**src/serial_line_framer_utf8_core_defines.svh**
```systemverilog
// assertion macros used by the framer back end (slf_back)
// no dependencies
`ifndef SERIAL_LINE_FRAMER_UTF8_CORE_DEFINES_SVH
`define SERIAL_LINE_FRAMER_UTF8_CORE_DEFINES_SVH

// same-cycle implication, disabled during reset
`define SLF_ASSERT_IMP(label, clk, rstn, ante, cons) \
    label: assert property (@(posedge clk) disable iff (!rstn) (ante) |-> (cons)) \
        else $error("framer assertion failed");

// next-cycle implication, disabled during reset
`define SLF_ASSERT_NXT(label, clk, rstn, ante, cons) \
    label: assert property (@(posedge clk) disable iff (!rstn) (ante) |=> (cons)) \
        else $error("framer assertion failed");

`endif

```
**src/slf_pkg.sv**
```systemverilog
// shared types and constants of the serial line framer
// no dependencies
package slf_pkg;

    localparam int SLF_MAX_LINE = 512;

    localparam logic [7:0] CHAR_CR = 8'h0D;
    localparam logic [7:0] CHAR_LF = 8'h0A;
    localparam logic [7:0] UTF8_LEAD = 8'hC0;
    localparam logic [7:0] UTF8_CONT = 8'h80;
    localparam logic [7:0] UTF8_LOW_MASK = 8'h3F;

    typedef enum logic [1:0] {
        KIND_DATA     = 2'd0,
        KIND_EOL      = 2'd1,
        KIND_OVERFLOW = 2'd2
    } kind_t;

    // work for one item; eol of KIND_DATA means no end marker
    typedef struct packed {
        logic       cr;
        logic       pay;
        logic [7:0] b;
        kind_t      eol;
    } pkt_t;

endpackage

```
**src/serial_line_framer_utf8_core.sv**
```systemverilog
// top level of the serial line framer with Latin-1 to UTF-8 re-encoding
// depends on slf_pkg, slf_front, slf_queue and slf_back
//
//  channel | direction | handshake             | payload
//  in      | input     | in_valid / in_ready   | command, data_byte
//  out     | output    | out_valid / out_ready | kind, out_byte, last
//  cfg     | input     | cfg_valid / cfg_ready | cfg_data (terminator code)
//
// the front takes one item per cycle while the two-entry queue has room
// the back gives one result per cycle while out_ready is high, 1 to 4 results
// per item; it holds one item at a time in its output registers
// items that give no result never enter the queue
// reset clears line state and sets the terminator code to -1, no sweep
// cfg_ready is always high; out stalls back up through the queue to in_ready
module serial_line_framer_utf8_core #(
    parameter int MAX_LINE = slf_pkg::SLF_MAX_LINE
) (
    input  logic              clk,
    input  logic              rst_n,
    input  logic              in_valid,
    output logic              in_ready,
    input  logic              command,
    input  logic [7:0]        data_byte,
    output logic              out_valid,
    input  logic              out_ready,
    output logic [1:0]        kind,
    output logic [7:0]        out_byte,
    output logic              last,
    input  logic              cfg_valid,
    output logic              cfg_ready,
    input  logic signed [8:0] cfg_data
);
    import slf_pkg::*;

    logic q_full;
    logic q_push;
    logic q_pop;
    logic q_valid;
    pkt_t push_pkt;
    pkt_t head_pkt;

    slf_front #(
        .MAX_LINE(MAX_LINE)
    ) u_front (
        .clk       (clk),
        .rst_n     (rst_n),
        .in_valid  (in_valid),
        .in_ready  (in_ready),
        .command   (command),
        .data_byte (data_byte),
        .cfg_valid (cfg_valid),
        .cfg_ready (cfg_ready),
        .cfg_data  (cfg_data),
        .q_full    (q_full),
        .q_push    (q_push),
        .q_pkt     (push_pkt)
    );

    slf_queue u_queue (
        .clk      (clk),
        .rst_n    (rst_n),
        .push     (q_push),
        .push_pkt (push_pkt),
        .full     (q_full),
        .pop      (q_pop),
        .q_valid  (q_valid),
        .head_pkt (head_pkt)
    );

    slf_back u_back (
        .clk       (clk),
        .rst_n     (rst_n),
        .q_valid   (q_valid),
        .head_pkt  (head_pkt),
        .q_pop     (q_pop),
        .out_valid (out_valid),
        .out_ready (out_ready),
        .kind      (kind),
        .out_byte  (out_byte),
        .last      (last)
    );

endmodule

```
**src/slf_front.sv**
```systemverilog
// front end: accepts items, tracks line state, builds one work packet per item
// depends on slf_pkg
module slf_front #(
    parameter int MAX_LINE = slf_pkg::SLF_MAX_LINE
) (
    input  logic              clk,
    input  logic              rst_n,
    input  logic              in_valid,
    output logic              in_ready,
    input  logic              command,
    input  logic [7:0]        data_byte,
    input  logic              cfg_valid,
    output logic              cfg_ready,
    input  logic signed [8:0] cfg_data,
    input  logic              q_full,
    output logic              q_push,
    output slf_pkg::pkt_t     q_pkt
);
    import slf_pkg::*;

    localparam int LEN_W = $clog2(MAX_LINE + 1);

    logic [8:0]       term_reg;
    logic [LEN_W-1:0] len_reg, len_next;
    logic             hp_reg, hp_next;
    logic             held_reg, held_next;
    logic             custom;
    logic             is_term;
    logic             accept;
    pkt_t             pkt;

    assign in_ready  = !q_full;
    assign cfg_ready = 1'b1;
    assign accept    = in_valid && in_ready;
    assign custom    = !term_reg[8];
    assign is_term   = custom ? (data_byte == term_reg[7:0])
                              : (data_byte == CHAR_CR || data_byte == CHAR_LF);

    always_comb
    begin
        len_next  = len_reg;
        hp_next   = hp_reg;
        held_next = held_reg;
        pkt       = '0;
        pkt.eol   = KIND_DATA;
        pkt.b     = data_byte;
        if (accept)
        begin
            if (command || is_term)
            begin
                pkt.eol   = hp_reg ? KIND_EOL : KIND_DATA;
                len_next  = '0;
                hp_next   = 1'b0;
                held_next = 1'b0;
            end
            else
            begin
                pkt.cr    = held_reg;
                hp_next   = hp_reg || held_reg;
                len_next  = len_reg + LEN_W'(1);
                if (custom && data_byte == CHAR_CR)
                begin
                    held_next = 1'b1;
                end
                else
                begin
                    held_next = 1'b0;
                    pkt.pay   = 1'b1;
                    hp_next   = 1'b1;
                end
                if (len_next == LEN_W'(MAX_LINE))
                begin
                    pkt.eol   = KIND_OVERFLOW;
                    len_next  = '0;
                    hp_next   = 1'b0;
                    held_next = 1'b0;
                end
            end
        end
    end

    assign q_pkt  = pkt;
    assign q_push = accept && (pkt.cr || pkt.pay || pkt.eol != KIND_DATA);

    always_ff @(posedge clk or negedge rst_n)
    begin
        if (!rst_n)
        begin
            term_reg <= 9'h1FF;
            len_reg  <= '0;
            hp_reg   <= 1'b0;
            held_reg <= 1'b0;
        end
        else
        begin
            if (cfg_valid && cfg_ready)
            begin
                term_reg <= cfg_data;
            end
            len_reg  <= len_next;
            hp_reg   <= hp_next;
            held_reg <= held_next;
        end
    end

endmodule

```
**src/slf_queue.sv**
```systemverilog
// two-entry packet queue between front and back
// depends on slf_pkg
module slf_queue (
    input  logic          clk,
    input  logic          rst_n,
    input  logic          push,
    input  slf_pkg::pkt_t push_pkt,
    output logic          full,
    input  logic          pop,
    output logic          q_valid,
    output slf_pkg::pkt_t head_pkt
);
    import slf_pkg::*;

    pkt_t       mem_reg [2];
    logic       wr_ptr_reg;
    logic       rd_ptr_reg;
    logic [1:0] cnt_reg, cnt_next;
    logic       do_push;
    logic       do_pop;

    assign full     = cnt_reg == 2'd2;
    assign q_valid  = cnt_reg != 2'd0;
    assign head_pkt = mem_reg[rd_ptr_reg];
    assign do_push  = push && !full;
    assign do_pop   = pop && q_valid;

    always_comb
    begin
        cnt_next = cnt_reg;
        if (do_push && !do_pop)
        begin
            cnt_next = cnt_reg + 2'd1;
        end
        else if (do_pop && !do_push)
        begin
            cnt_next = cnt_reg - 2'd1;
        end
    end

    always_ff @(posedge clk)
    begin
        if (do_push)
        begin
            mem_reg[wr_ptr_reg] <= push_pkt;
        end
    end

    always_ff @(posedge clk or negedge rst_n)
    begin
        if (!rst_n)
        begin
            wr_ptr_reg <= 1'b0;
            rd_ptr_reg <= 1'b0;
            cnt_reg    <= 2'd0;
        end
        else
        begin
            if (do_push)
            begin
                wr_ptr_reg <= !wr_ptr_reg;
            end
            if (do_pop)
            begin
                rd_ptr_reg <= !rd_ptr_reg;
            end
            cnt_reg <= cnt_next;
        end
    end

endmodule

```
**src/slf_back.sv**
```systemverilog
// back end: expands a work packet into UTF-8 bytes and end markers
// depends on slf_pkg and serial_line_framer_utf8_core_defines.svh
`include "serial_line_framer_utf8_core_defines.svh"

module slf_back (
    input  logic          clk,
    input  logic          rst_n,
    input  logic          q_valid,
    input  slf_pkg::pkt_t head_pkt,
    output logic          q_pop,
    output logic          out_valid,
    input  logic          out_ready,
    output logic [1:0]    kind,
    output logic [7:0]    out_byte,
    output logic          last
);
    import slf_pkg::*;

    // slots: carriage return, first byte, second byte, end marker
    logic [3:0] mask_reg, mask_next;
    logic [7:0] b_reg;
    kind_t      eol_reg;
    logic [3:0] cur;
    logic [3:0] rest;
    logic       done;
    logic       load;
    kind_t      kind_sel;

    assign cur       = mask_reg & (~mask_reg + 4'd1);
    assign rest      = mask_reg & ~cur;
    assign out_valid = mask_reg != 4'd0;
    assign last      = rest == 4'd0;
    assign done      = out_valid && out_ready;
    assign load      = q_valid && (!out_valid || (done && last));
    assign q_pop     = load;

    always_comb
    begin
        kind_sel = KIND_DATA;
        out_byte = 8'h00;
        if (cur[0])
        begin
            out_byte = CHAR_CR;
        end
        else if (cur[1])
        begin
            out_byte = b_reg[7] ? (UTF8_LEAD | {6'd0, b_reg[7:6]}) : b_reg;
        end
        else if (cur[2])
        begin
            out_byte = UTF8_CONT | (b_reg & UTF8_LOW_MASK);
        end
        else if (cur[3])
        begin
            kind_sel = eol_reg;
        end
    end

    assign kind = kind_sel;

    always_comb
    begin
        mask_next = mask_reg;
        if (load)
        begin
            mask_next = {head_pkt.eol != KIND_DATA, head_pkt.pay && head_pkt.b[7],
                         head_pkt.pay, head_pkt.cr};
        end
        else if (done)
        begin
            mask_next = rest;
        end
    end

    always_ff @(posedge clk)
    begin
        if (load)
        begin
            b_reg   <= head_pkt.b;
            eol_reg <= head_pkt.eol;
        end
    end

    always_ff @(posedge clk or negedge rst_n)
    begin
        if (!rst_n)
        begin
            mask_reg <= 4'd0;
        end
        else
        begin
            mask_reg <= mask_next;
        end
    end

    `SLF_ASSERT_IMP(a_marker_is_final, clk, rst_n, out_valid && kind != KIND_DATA, last)
    `SLF_ASSERT_NXT(a_item_continues, clk, rst_n, done && !last, out_valid)
    `SLF_ASSERT_NXT(a_drains_when_empty, clk, rst_n, done && last && !q_valid, !out_valid)

endmodule
```
**config.mk**
```make
export PLATFORM = sky130hd
export DESIGN_NAME = serial_line_framer_utf8_core
export DESIGN_NICKNAME = d
export VERILOG_FILES = /design/src/slf_pkg.sv /design/src/serial_line_framer_utf8_core.sv /design/src/slf_front.sv /design/src/slf_queue.sv /design/src/slf_back.sv
export VERILOG_INCLUDE_DIRS = /design/src /design/src/src
export SDC_FILE = /design/constraint.sdc
export NUM_CORES = 1
export LEC_CHECK = 0
export ABC_AREA = 0
export BUFFER_PORTS_ARGS = -buffer_cell sky130_fd_sc_hd__buf_4
export CORE_AREA = 5 5 110 60
export CTS_CLUSTER_SIZE = 16
export DETAILED_ROUTE_END_ITERATION = 16
export DIE_AREA = 0 0 115 65
export HOLD_SLACK_MARGIN = 0.02
export PLACE_DENSITY = 0.71
export SLEW_MARGIN = 20
export SYNTH_ARGS = -nofsm -noshare
export SYNTH_HDL_FRONTEND = slang
export SYNTH_SLANG_ARGS = --single-unit
```
**constraint.sdc**
```tcl
create_clock -name clk -period 2.85 [get_ports clk]
set_input_delay 0.57 -clock clk [delete_from_list [all_inputs] [get_ports clk]]
set_output_delay 0.57 -clock clk [all_outputs]
set_load 0.05 [all_outputs]
```
After elaboration in Yosys (flattened, before gate mapping)
Memories as Yosys holds them, arrays and structs flattened. Index checks and enable logic that the tools add are counted.

Multiply operators: 0. Div/mod/pow operators: 0. Bitwise gates (word level): 4. Equality and inequality tests: 5. $add $sub $neg: 4. Reduce and logical (&&, ||, !) cells: 31. Multiplexer cells: 30. Shift-type cells: 0. Order comparisons: 0.

Operators by type and width (number): 8-bit two-way mux (4); 2-bit two-way mux (11); 10-bit two-way mux (2); 8-bit by 4-bit == test with 1-bit output, second input constant (2); 1-bit logical AND (11); 1-bit two-way mux (11); 10-bit by 1-bit adder with 10-bit output, second input constant (1); 10-bit == test, second input constant (1); 2-bit nonzero test (5); 4-bit bitwise AND (2); 8-bit == test (1); 4-bit two-way mux (2); 4-bit NOT (2); 1-bit logical NOT (7); 1-bit logical OR (6); 4-bit by 1-bit adder with 4-bit output, second input constant (1); 4-bit logical NOT (1); 4-bit nonzero test (1); 2-bit by 1-bit adder with 2-bit output, second input constant (1); 2-bit == test, second input constant (1); 2-bit by 1-bit subtractor with 2-bit output, second input constant (1).

Memories: 1. Latch bits: 0. Register bits after elaboration: 39. Bits in writable memories: 24. Logic and storage cells: 85. Output and inout bits: 14. Bits of input ports: 23. Memory bits (read-only): 0.

Memories: u_queue.mem_reg (depth 2, width 12, rd ports 1, clocked after memory_dff 0, write ports 1, line slf_queue.sv:15) `pkt_t mem_reg [2];`.

Logic depth before layout (Yosys ltp)
Depth after elaboration: 14. Mapped depth: 10. Mapped depth without buffers: 10.

Hierarchy
Synthesis repeated with hierarchy kept, for this count alone.

Cells, all modules: 252. Area total of the unflattened synthesis: 3101.7 sq um.

By module, submodules not included: slf_front (times used 1, sequential area each 536.8 sq um, cells an instance 130, area an instance 1297.5 sq um); slf_queue (times used 1, sequential area each 820.8 sq um, cells an instance 56, area an instance 1069.8 sq um); slf_back (times used 1, sequential area each 400.4 sq um, cells an instance 66, area an instance 734.5 sq um).

Worst setup path before layout
No wires, ideal clock.

Path type: register to register. From: reg u_back.mask_reg[1]. To: reg u_queue.cnt_reg[1]. Cell stages (with the launch flop): 11. Setup slack: -0.288 ns. Clock period less this slack: 3.138 ns. Required time: 2.771 ns. Arrival: 3.059 ns. Library setup time: 0.079 ns. Path through: dfrtp_1 > clkbuf_1 > maj3_1 > o2bb2ai_1 > nand2_1 > a21oi_2 > inv_1 > ha_1 > xor2_1 > nor2_1 > xor2_1.

Cells in the longest elaborated chain, start to end: 13. Elaborated cells between the ends (all ways): 18. Classes of those cells: add/sub: 1; mux: 1; bitwise: 4; reduce/logical: 12.

Ends and longest elaborated chain: start: declaration (line slf_back.sv:20) `logic [3:0] mask_reg, mask_next;`; start signal: assignment (line slf_back.sv:92) `mask_reg <= mask_next;`; 4-bit NOT (line slf_back.sv:29) `assign cur = mask_reg & (~mask_reg + 4'd1);`; 4-bit by 1-bit adder with 4-bit output (line slf_back.sv:29); 4-bit bitwise AND (line slf_back.sv:29); 4-bit NOT (line slf_back.sv:30) `assign rest = mask_reg & ~cur;`; 4-bit bitwise AND * (line slf_back.sv:30); 4-bit logical NOT * (line slf_back.sv:32) `assign last = rest == 4'd0;`; net last (line serial_line_framer_utf8_core.sv:28) `output logic last,`; 1-bit logical AND * (line slf_back.sv:34) `assign load = q_valid && (!out_valid || (done && last));`; 1-bit logical OR * (line slf_back.sv:34); 1-bit logical AND * (line slf_back.sv:34); net q_pop (line serial_line_framer_utf8_core.sv:37) `logic q_pop;`; 1-bit logical AND * (line slf_queue.sv:26) `assign do_pop = pop && q_valid;`; 1-bit logical NOT (line slf_queue.sv:31) `if (do_push && !do_pop)`; 1-bit logical AND (line slf_queue.sv:31); 2-bit two-way mux or 2-bit nonzero test (tied branches); end signal: assignment (line slf_queue.sv:67) `cnt_reg <= cnt_next;`; end: declaration (line slf_queue.sv:18) `logic [1:0] cnt_reg, cnt_next;`.

The timed path passes the listed nets; every way through them passes the cells marked *. A chain may end at the register's enable or synchronous reset.

Worst setup path in the final report
From: reg u_front.len_reg[0]. To: reg u_queue.cnt_reg[1].

Cells in the longest elaborated chain, start to end: 12. Elaborated cells between the ends (all ways): 14. Classes of those cells: add/sub: 1; eq/ne: 1; mux: 4; reduce/logical: 8.

Ends and longest elaborated chain: start: declaration (line slf_front.sv:24) `logic [LEN_W-1:0] len_reg, len_next;`; start signal: assignment (line slf_front.sv:100) `len_reg <= len_next;`; 10-bit by 1-bit adder with 10-bit output * (line slf_front.sv:60) `len_next = len_reg + LEN_W'(1);`; 10-bit == test * (line slf_front.sv:71) `if (len_next == LEN_W'(MAX_LINE))`; 2-bit two-way mux * (line slf_front.sv:71); 2-bit two-way mux * (line slf_front.sv:49) `if (command || is_term)`; 2-bit two-way mux * (line slf_front.sv:47) `if (accept)`; 2-bit nonzero test * (line slf_front.sv:83) `assign q_push = accept && (pkt.cr || pkt.pay || pkt.eol != KIND_DATA);`; 1-bit logical OR * (line slf_front.sv:83); 1-bit logical AND * (line slf_front.sv:83); 1-bit logical AND * (line slf_queue.sv:25) `assign do_push = push && !full;`; net u_queue.do_push (line slf_queue.sv:19) `logic do_push;`; 1-bit logical NOT (line slf_queue.sv:35) `else if (do_pop && !do_push)`; 1-bit logical AND (line slf_queue.sv:35); 2-bit nonzero test (no line).

Marked as above.

==> impl_metrics.yaml <==
outcome:
  outcome: "finished, final reports clean"
place:
  place_congestion: 0.868
  dp.cells: 348
  placed_cell_area_um2: 3320
  numPortBuffers: 35
  dp_hpwl_mm: 4.27
cts:
  clkTransAtPathRegs_ns: 0.07
  root_buffer: "clkbuf_8"
  cts_buffers: 9
  cts_tree: "built"
  cts.sinks: 63
  cts_resized: 0
  h-tree-depth: 3
  ctsHoldBuffers: 0
  clk_latency_ns: 0.33
  post_cts_buffers: 0
  cts_buffer_depth: 2
setup_path:
  slowest_delay_ns: 0.45
  crit_chain: "ha_1, and4_4, and4bb_1, a211oi_2, o31ai_1, o211a_1, ha_1, xor2_1, nor2_1, xor2_1"
  arrival_ns: 2.83
  cp-end-kind: "flop"
  cp_slowest_cell: "dfrtp_1"
  startpoint_type: "flop"
  worst-path-max-fanout: 7
  worstSetupPathType: "reg2reg"
  cp.required_ns: 3.11
pwr:
  p_leak_nw: 1.42
  total_power_mw: 3.59
  vdd_drop_max_v: 0.000706
  p_per_area_nw_per_um2: 1010
routing:
  highest_layer: "met4"
  vias: 1925
  wl_met3_um: 380
  drc_errors: 0
  drt_iter0_drc: 140
  wirelength_mm: 5.79
  wl_met2_mm: 2.27
  wire_per_inst_um: 15.9
  firstDrtPassIters: 4
  ant_nets: 0
  m1WireLength_mm: 3.11
  viasPerCell: 5.29
logic_synthesis:
  synthSimpleGateAreaFrac_pct: 13.5
  synth.top_cell.area_share_pct: 34.5
  synth_flop_cell: "edfxtp_1"
  synth_top_family_by_area: "simple AND/OR/NAND/NOR gates"
  synth_top_area_cell: "edfxtp_1"
  synth-compound-area-share_pct: 9.42
  synth_cells: 239
  yosysUniqueCellTypes: 53
  synthXorXnorAreaFrac_pct: 5.32
  synth_edf_count: 34
  netlist_area_um2: 2960
  syn_area_per_cell_um2: 12.4
  synthAdderAreaFrac_pct: 1.18
  yosys-mux-area-fraction_pct: 8.28
  synthArstFlopShare_pct: 46.0
  yosysWarnings: 0
  ys_seq_area_share_pct: 59.4
  synth_nets: 264
  synth-seq-cells: 63
  synth_area_leaders: "edfxtp_1 34%, dfrtp_1 17%, dfstp_2 8.0%"
cells_and_area:
  drive_gt1_share_pct: 32.4
  final_nets: 307
  finalNonFillerCells: 364
  post-route-util_pct: 62.0
  syn_to_final_growth_pct: 19.4
  largest_reg_flops: 24
  final_cell_area_um2: 3540
  antennaDiodeCount: 0
timing:
  tns_ns: 0
  relSlewSlack_pct: 61.0
  rsz0062_at_grt: "no"
  layout_min_cycle_time_ns: 2.58
  finalSetupViolations: 0
  finClkSkew_ns: 0.0101
  fin_crit_sh_pct: 90.4
  max_freq_mhz: 388
  hold_viol: 0
  slew_viol_final: 0
  tightestPinTransition_ns: 0.585
floorplan:
  row_count: 20
  die_y_um: 65
  core-area_um2: 5710
  dieArea_um2: 7480
  io_pins: 37
  start_util_pct: 51.9
  die_x_um: 115
global_route:
  antenna_found_initial: 0
  grt_pass1_wl_mm: 9.94
  grt_pass1_vias: 1938
  grt-ovfl-total: 0
  track_usage_pct: 17.8
  grt_max_degree: 30
flow_run:
  drv_cap: 0
worst_hold_path:
  min_path_type: "in2async"
## critical path: cells and delay by family, from the launching register on
kind / cells / cell delay, ns
DFF: 1 / 0.45
xor gates and xnor gates: 2 / 0.29
and+or+nand+nor: 3 / 0.49
adders and majority gates: 2 / 0.50
AOI/OAI and AO/OA: 3 / 0.78
## kinds of logic (layout without fill, tap and decap cells)
family | after synthesis | in the layout
AOI/OAI and AO/OA | 40 | 40
buffers and inverters | 16 | 64
DFF | 63 | 63
xor gates and xnor gates | 18 | 18
and+or+nand+nor | 76 | 76
muxes | 22 | 22
other | 1 | 1
adders and majority gates | 3 | 3
## cell type report
cell class | instances | area (um2)
Multi-Input combinational cell | 160 | 1130
Clock buffer | 13 | 180
Inverter | 6 | 22.5
Sequential cell | 63 | 1760
Timing Repair Buffer | 42 | 315
Fill cell | 471 | 2170
Tap cell | 77 | 96.3
Clock inverter | 3 | 38.8
## stage by stage
step           worst slack (ns)  hold WS, ns
6_report                  0.275        0.149
5_1_grt                  0.0934        0.159
4_1_cts                   0.275        0.146
3_5_place_dp              0.272        0.490
3_3_place_gp              0.315        0.496
2_1_floorplan            0.0331        0.274
## Yosys cell counts (3+ instances only)
| library cell | number |
|---|---|
| nor3_1 | 5 |
| o21ai_0 | 8 |
| clkbuf_1 | 4 |
| edfxtp_1 | 34 |
| and3_1 | 7 |
| a21oi_1 | 6 |
| xnor2_1 | 12 |
| nand2_1 | 23 |
| dfstp_2 | 9 |
| and2_1 | 3 |
| mux2_2 | 20 |
| inv_1 | 6 |
| nand3_1 | 6 |
| nand4_1 | 5 |
| xor2_1 | 6 |
| nand2b_1 | 3 |
| nor2_1 | 12 |
| dfrtp_1 | 20 |
| o31ai_1 | 3 |
## metal layers
layer  up-vias  track usage, %
li1        965               -
met1       905            26.2
met2        51            23.9
met3         4            7.74
met4         0            3.81
met5         -               0
## power breakdown
group	leakage (nW)	internal, mW	switching, mW
logic	0.638	0.498	0.825
registers	0.672	1.25	0.194
clock network	0.112	0.501	0.318
total	1.42	2.25	1.34
## cell usage in the layout (no fill, tap or decap), types with 6 or more instances in the layout
cell,instances
nand3_1,6
dfstp_2,9
o21ai_0,8
edfxtp_1,34
dfrtp_1,20
and3_1,7
clkbuf_8,11
nor2_1,12
xor2_1,6
buf_4,42
xnor2_1,12
mux2_2,20
nand2_1,23
inv_1,6
a21oi_1,6
## path summary, 6_finish.rpt
path                                     from                    end  slack (ns)  cells past startpoint
max in group asynchronous               rst_n    u_front.term_reg[1]        2.37                      1
max reg2reg                u_front.len_reg[0]     u_queue.cnt_reg[1]        0.27                     10
min                                     rst_n     u_back.mask_reg[3]        0.15                      1
min reg2reg                u_queue.cnt_reg[1]     u_queue.cnt_reg[1]        0.50                      1
min in group clk                 data_byte[6]  u_queue.mem_reg[0][8]        0.44                      1
max                        u_front.len_reg[0]     u_queue.cnt_reg[1]        0.27                     10
Note: power is estimated with default switching activity, not from simulation.
